===== config.mk =====
export PLATFORM = sky130hd
export DESIGN_NAME = hmft_front
export DESIGN_NICKNAME = d
export VERILOG_FILES = /design/src/sv/hmft_pkg.sv /design/src/sv/hmft_front.sv
export SDC_FILE = /design/constraint.sdc
export NUM_CORES = 1
export LEC_CHECK = 0
export CORE_MARGIN = 10
export CORE_UTILIZATION = 55
export CTS_BUF_LIST = sky130_fd_sc_hd__clkbuf_4 sky130_fd_sc_hd__clkbuf_8 sky130_fd_sc_hd__clkbuf_16
export CTS_CLUSTER_SIZE = 12
export DETAILED_ROUTE_END_ITERATION = 8
export DONT_BUFFER_PORTS = 1
export GPL_TIMING_DRIVEN = 0
export HOLD_SLACK_MARGIN = 0.05
export PLACE_DENSITY = 0.7
export SYNTH_ARGS = -nofsm -noshare
export SYNTH_HDL_FRONTEND = slang
export SYNTH_SLANG_ARGS = --single-unit

===== constraint.sdc =====
create_clock -name i_clk -period 5.9 [get_ports i_clk]
set_clock_uncertainty 0.05 [all_clocks]
set_input_delay 0.59 -clock i_clk [delete_from_list [all_inputs] [get_ports i_clk]]
set_output_delay 0.59 -clock i_clk [all_outputs]
set_load 0.05 [all_outputs]

===== src/sv/hmft_pkg.sv =====
// shared types, constants and fixed-point helpers of the harmonic mode force block
// used by hmft_front, hmft_back and the top level
package hmft_pkg;

    localparam int unsigned ATOMS_MAX_DEF = 65536;
    localparam int unsigned BEADS_MAX_DEF = 64;
    localparam int unsigned QUEUE_DEPTH   = 4;
    localparam int unsigned IN_W          = 160;
    localparam int unsigned OUT_W         = 656;
    localparam int unsigned CNT_W         = 26;

    localparam logic [63:0] S64_MAX = 64'h7FFF_FFFF_FFFF_FFFF;

    // configuration register indexes
    localparam logic [1:0] REG_FORCE_WEIGHT   = 2'd0;
    localparam logic [1:0] REG_ACTIVE_ATOMS   = 2'd1;
    localparam logic [1:0] REG_LOCAL_BEADS    = 2'd2;
    localparam logic [1:0] REG_THERMAL_ENERGY = 2'd3;

    typedef struct packed {
        logic [2:0][31:0] mag;    // position magnitudes
        logic [2:0]       rneg;   // position signs
        logic [31:0]      pre;
        logic [31:0]      eig;
        logic             last;
    } t_item;

    typedef struct packed {
        logic [31:0]      weight;
        logic [31:0]      kt;
        logic [CNT_W-1:0] cnt;    // 3 * atoms * beads
    } t_cfg;

    // (p >> sh) as a magnitude, saturated to a signed field of wd bits, sign applied
    function automatic logic [63:0] sat_scale(input logic [127:0] p, input logic [6:0] sh,
                                              input logic [6:0] wd, input logic ng);
        logic [127:0] q;
        logic [63:0]  maxpos;
        logic [63:0]  cap;
        logic [63:0]  m;
        q      = p >> sh;
        maxpos = (64'd1 << (wd - 7'd1)) - 64'd1;
        cap    = maxpos + {63'd0, ng};
        if (q[127:64] != 64'd0) begin
            m = cap;
        end else if (q[63:0] > cap) begin
            m = cap;
        end else begin
            m = q[63:0];
        end
        return ng ? (64'd0 - m) : m;
    endfunction

    function automatic logic [63:0] sat_add(input logic [63:0] a, input logic [63:0] b);
        logic [63:0] s;
        s = a + b;
        if (a[63] == b[63] && s[63] != a[63]) begin
            return a[63] ? (S64_MAX + 64'd1) : S64_MAX;
        end
        return s;
    endfunction

    function automatic logic [63:0] sat_sub(input logic [63:0] a, input logic [63:0] b);
        logic [63:0] d;
        d = a - b;
        if (a[63] != b[63] && d[63] != a[63]) begin
            return a[63] ? (S64_MAX + 64'd1) : S64_MAX;
        end
        return d;
    endfunction

    // position operand of tensor entry, order xx yy zz xy xz yz
    function automatic logic [1:0] tensor_ra(input logic [2:0] i);
        unique case (i)
            3'd0, 3'd3, 3'd4: return 2'd0;
            3'd1, 3'd5:       return 2'd1;
            default:          return 2'd2;
        endcase
    endfunction

    // force operand of tensor entry
    function automatic logic [1:0] tensor_fb(input logic [2:0] i);
        unique case (i)
            3'd0:       return 2'd0;
            3'd1, 3'd3: return 2'd1;
            default:    return 2'd2;
        endcase
    endfunction

endpackage


===== src/sv/hmft_front.sv =====
// front end: takes input requests, splits positions into sign and magnitude
// and holds them in a short queue; uses hmft_pkg
module hmft_front (
    input  logic                       i_clk,
    input  logic                       i_rst_n,
    input  logic                       s_axis_tvalid,
    output logic                       s_axis_tready,
    input  logic [hmft_pkg::IN_W-1:0]  s_axis_tdata,
    input  logic                       s_axis_tlast,
    output logic                       o_q_valid,
    input  logic                       i_q_pop,
    output hmft_pkg::t_item            o_q_item
);
    localparam int unsigned PW = $clog2(hmft_pkg::QUEUE_DEPTH);

    hmft_pkg::t_item r_mem [hmft_pkg::QUEUE_DEPTH];
    logic [PW-1:0]   r_head;
    logic [PW-1:0]   r_tail;
    logic [PW:0]     r_count;
    hmft_pkg::t_item w_item;
    logic            w_push;
    logic            w_pop;

    always_comb begin
        w_item = '0;
        for (int k = 0; k < 3; k++) begin
            w_item.rneg[k] = s_axis_tdata[32*k+31];
            w_item.mag[k]  = s_axis_tdata[32*k+31] ? (32'd0 - s_axis_tdata[32*k +: 32])
                                                   : s_axis_tdata[32*k +: 32];
        end
        w_item.pre  = s_axis_tdata[127:96];
        w_item.eig  = s_axis_tdata[159:128];
        w_item.last = s_axis_tlast;
    end

    assign s_axis_tready = (r_count != (PW+1)'(hmft_pkg::QUEUE_DEPTH));
    assign o_q_valid     = (r_count != '0);
    assign o_q_item      = r_mem[r_head];
    assign w_push        = s_axis_tvalid && s_axis_tready;
    assign w_pop         = i_q_pop && o_q_valid;

    always_ff @(posedge i_clk) begin
        if (w_push) begin
            r_mem[r_tail] <= w_item;
        end
    end

    always_ff @(posedge i_clk) begin
        if (!i_rst_n) begin
            r_head  <= '0;
            r_tail  <= '0;
            r_count <= '0;
        end else begin
            if (w_push) begin
                r_tail <= r_tail + PW'(1);
            end
            if (w_pop) begin
                r_head <= r_head + PW'(1);
            end
            r_count <= r_count + (PW+1)'(w_push) - (PW+1)'(w_pop);
        end
    end
endmodule


== Word-level counts from Yosys, hierarchy flattened ==
Memory sizes are Yosys's and may differ from the RTL's. A register that Yosys moved wholly into a read port is not among the register bits.
Cells that the tools add are included.

* Register bits after elaboration: 7
* Memory bits (writable): 656
* Output and inout port bits: 166
* Memories: 1

* Add/sub/neg operators: 7
* Equality and inequality tests: 1
* Multiplexer cells: 7
* Reductions and logical operators: 3

{| class="wikitable"
|+ Memory list
! memory !! depth !! width !! rd ports !! clocked after memory_dff !! wr ports !! line !! RTL
|-
| r_mem || 4 || 164 || 1 || 1 || 1 || hmft_front.sv:16 || <nowiki>hmft_pkg::t_item r_mem [hmft_pkg::QUEUE_DEPTH];</nowiki>
|}

{| class="wikitable"
|+ Operators with widths
! cell !! number
|-
| 32-bit 2-to-1 mux || 3
|-
| 1-bit by 32-bit subtractor with 32-bit output (first input constant) || 3
|-
| 2-bit by 1-bit adder with 2-bit output (second input constant) || 2
|-
| 2-bit 2-to-1 mux || 2
|-
| 3-bit by 1-bit adder with 3-bit output || 1
|-
| 3-bit != test (second input constant) || 1
|-
| 3-bit nonzero test || 1
|-
| 3-bit by 1-bit subtractor with 3-bit output || 1
|-
| 1-bit logical AND || 2
|-
| 1-bit 2-to-1 mux || 2
|}

== Logic depth before layout (Yosys ltp) ==
* Depth after elaboration: 4
* Gate-level depth with buffers: 11
* Mapped depth without buffers: 11

== Worst setup path before layout ==
No wires, ideal clock.

* Kind: register to register
* Start point: register r_count[1]
* End point: memory r_mem[0][0] (netlist name) (enable)
* Setup time: 545 ps
* Arrival: 4786 ps
* Setup slack: 519 ps
* Cell stages (with the launch flop): 3
* Clock period less this slack: 5381 ps
* Cell sequence: dfxtp_1 or3b_1 and3_1

* Word-level cells in the longest chain between the ends: 4

{| class="wikitable"
|+ RTL lines
! item !! line !! RTL
|-
| from (decl) || hmft_front.sv:19 || <nowiki>logic [PW:0] r_count;</nowiki>
|-
| from (signal assigned) || hmft_front.sv:60 || <nowiki>r_count <= r_count + (PW+1)'(w_push) - (PW+1)'(w_pop);</nowiki>
|-
| 3-bit != test || hmft_front.sv:36 || <nowiki>assign s_axis_tready = (r_count != (PW+1)'(hmft_pkg::QUEUE_DEPTH));</nowiki>
|-
| named net s_axis_tready || hmft_front.sv:7 || <nowiki>output logic s_axis_tready,</nowiki>
|-
| 1-bit logical AND || hmft_front.sv:39 || <nowiki>assign w_push = s_axis_tvalid && s_axis_tready;</nowiki>
|-
| 1-bit 2-to-1 mux || hmft_front.sv:43 || <nowiki>if (w_push) begin</nowiki>
|-
| 1-bit 2-to-1 mux (not written as such) || hmft_front.sv:44 || <nowiki>r_mem[r_tail] <= w_item;</nowiki>
|-
| to (decl) || hmft_front.sv:16 ||
|}

The timed path passes the listed nets, and every way through them passes these cells.

==> summary.txt <==
Timing
  – Final Cycle Share: 60.1%
  – Slew @ Worst Pin: 1.00 ns
  – RSZ-0062 raised after global routing: false
  – Final Critical Period: 3.54 ns
  – Setup TNS: 0 ns
  – Slew Limit Fails: 0
  – Slew headroom: 33.1%
  – Final Setup Violations: 0
  – Fin. Hold Viols: 0
  – Fmax: 282 MHz

Route
  – DRT Pass-1 Iters: 5
  – Vias per cell: between 6 and 7
  – DRC Markers: 0
  – Routed vias: around 12000
  – Number of DRC markers in iteration 0: between 800 and 900
  – Routed Wire Length: ~57000 um
  – DR WL/cell: approximately 28 um
  – Post-route ant nets: 0

CTS
  – TritonCTS clock tree: done
  – TritonCTS Sinks: 665
  – Clk slew on worst S/H paths: roughly 0.050 ns
  – CTS Buffer Depth: 3
  – CTS Root Cell: clkbuf_16
  – H-tree Lvls: 3
  – CTS Buf Count: 69
  – Clk_lat worst skew: about 0.59 ns

Synth
  – #FFs+latches synth: 665
  – Largest family of logic cells by synthesized area: multiplexers
  – Ys flop type: edfxtp_1
  – Post-Syn Area per Cell: between 20 and 25 um^2
  – Unique masters post-synth: 46
  – Commonest cells in the netlist: edfxtp_1, mux4_2, xnor2_1
  – Top area cells in the synthesized netlist: edfxtp_1, mux4_2, xnor2_1
  – Xor-xnor portion of the synthesized cell area: 3.09%
  – Most area-hungry cell type in the Yosys netlist: edfxtp_1
  – Post-synth EDFFs: 656
  – Top cell type's share of synthesized area: 75.4%
  – Synth warn: 0
  – Synthesized instance count: 1197
  – Async SR Flop Fraction: 0%
  – Synth Area in Compound Gates: around 2.2%
  – Register area share after synthesis: 76.1%
  – Post-Syn Area: 26100 um^2
  – Syn Nets: 1372
  – Adder-cell share of the synthesized area: less than 1%
  – Simple logic cell fraction of the synthesized area: about 3%
  – Count leader, synth: edfxtp_1
  – Multiplexer share of the synthesized area: roughly 14%

Setup path
  – Worst-path maximum fanout: 10
  – CP Class: register to primary output
  – Worst R2R Start: r_count[1]
  – Worst reg2reg path depth: 11
  – Critical R2R Capture: r_count[2]
  – CP arrival: 2.90 ns
  – CP endpoint kind: primary output
  – R2R Setup Slk: 2.97 ns
  – CP startpoint kind: register
  – CP required: 5.26 ns

Layout
  – Layout cells sized above 1: 22.3%
  – Layout net count: 1527
  – Core Util, Final: roughly 64%
  – Syn-to-layout area delta: 14.9%
  – Design area: 30000 um^2
  – Fillers: about 3000

Pwr
  – Max VDD drop: about 0.0003 V
  – Design Power: approximately 14 mW
  – Leakage power: 9.17 nW
  – Power per cell area: 473 nW/um^2

Global route
  – Vias in the first global route: between 10000 and 15000
  – Initial antenna violation count: 2
  – Largest net degree at the start of global routing: 53
  – First-pass GRT wire length: 85000 um
  – GRT Util Overall: 20.2%
  – Overflow after GRT: 0

Placed design
  – RD Place Congestion: 0.818
  – Final HPWL DP: 37000 um
  – # port buffers: 0
  – Post-DP Area: approximately 27000 um^2

Worst hold path
  – Hold depth: 1
  – Worst min path class: input pin to register
  – Min-Delay Endpoint: r_count[1]
  – Hold Crit Start: i_rst_n

Floorplanning
  – FP Rows: 79
  – Starting density of the core: 55.9%
  – Die height: 238 um
  – Die X: 238 um
  – Core area: 46800 um^2
  – I/O Pins: 331
  – Die Footprint: 56600 um^2

Status
  – Outcome: finished, final reports clean

Job
  – Maxcap violations: 0
[final cells by class]
| class | instances | area (um^2) | share of cell area, % |
|---|---|---|---|
| Clock buffer | 86 | 1910 | 6.36 |
| Inverter | 15 | 56.3 | 0.188 |
| Antenna cell | 3 | 7.51 | 0.0250 |
| Sequential cell | 665 | 19900 | 66.3 |
| Clock inverter | 22 | 140 | 0.467 |
| Buffer | 47 | 196 | 0.655 |
| Tap cell | 607 | 759 | 2.53 |
| Timing Repair Buffer | 84 | 1050 | 3.50 |
| Multi-Input combinational cell | 470 | 6000 | 20.0 |
[routing by layer]
metal,vias to the layer above,track usage (%),routed length (um)
met5,-,0,30
met4,4,6.84,1420
met3,101,6.62,4720
met2,455,33.7,29200
met1,6540,24.5,21500
li1,5325,-,-
[registers in the layout (all words and copies together) (netlist names), named ones only]
name,flops
r_tail,2
r_count,3
r_mem,656
r_head,2
[worst max-delay path by stage]
| stage | end | slack, ns | cells after the start |
|---|---|---|---|
| final | o_q_item[68] | 2.36 | 3 |
| after global routing | o_q_item[67] | 2.10 | 3 |
| after CTS | o_q_item[67] | 2.14 | 3 |
| after detailed placement | o_q_item[67] | 2.80 | 3 |
| after global placement | r_mem[1][41] | -2.81 | 2 |
| after floorplan | r_mem[0][0] | 0.52 | 2 |
[worst max-delay path: stages (launching register included)]
cell      delay (ns)
dfxtp_1         0.32
clkbuf_1        0.75
clkbuf_1        0.63
mux4_2          0.59
[power by group]
part	internal, mW	switching [mW]	total [mW]
Clock	2.31	1.67	3.98
Sequential	5.80	0.107	5.91
Combinational	1.10	3.22	4.32
Total	9.21	5.00	14.2
[repair_timing]
action / CTS / global route
resized for setup: 0 / 0
hold endpoints to repair: 289 / 0
setup buffers: 0 / 0
hold buffers: 72 / 0
[cells by family (layout without fill, tap and decap cells)]
group	count (synthesis)	in the layout
buf+inv	62	254
simple gates	126	126
compound gates	78	78
mux	164	164
fa+ha+maj	10	10
other cells	0	3
flops	665	665
xor+xnor	92	92
[placed cells by master, fill, tap and decap left out, types with 3 or more instances in the layout]
| master | n |
|---|---|
| edfxtp_1 | 656 |
| mux4_2 | 164 |
| xnor2_1 | 89 |
| clkbuf_16 | 72 |
| dlygate4sd3_1 | 72 |
| o31ai_1 | 32 |
| nand2_1 | 32 |
| clkbuf_1 | 27 |
| o21ai_0 | 24 |
| buf_2 | 16 |
| inv_1 | 15 |
| o41ai_1 | 15 |
| nor3_1 | 14 |
| clkbuf_4 | 14 |
| clkinv_1 | 14 |
| buf_16 | 12 |
| nor2_1 | 11 |
| nand4_1 | 9 |
| ha_1 | 9 |
| dfxtp_1 | 9 |
| and2_1 | 7 |
| nand2b_1 | 7 |
| nor4_1 | 6 |
| buf_1 | 4 |
| nand3_1 | 4 |
| and3_4 | 4 |
| diode_2 | 3 |
| or4_1 | 3 |
| or2_2 | 3 |
| xor2_1 | 3 |
| nor4_4 | 3 |
| o41ai_2 | 3 |
| or3_1 | 3 |
| inv_6 | 3 |
| clkinv_2 | 3 |
[metrics by stage]
stage,instances,hold WS (ns),setup WS [ns]
after floorplan,1197,0.426,0.519
after global placement,1804,0.447,-2.81
after detailed placement,1816,0.454,2.80
after CTS,1996,0.0537,2.14
after global routing,1996,0.0715,2.10
final,1999,0.0889,2.36
Note: power is estimated with default switching activity, not from simulation.
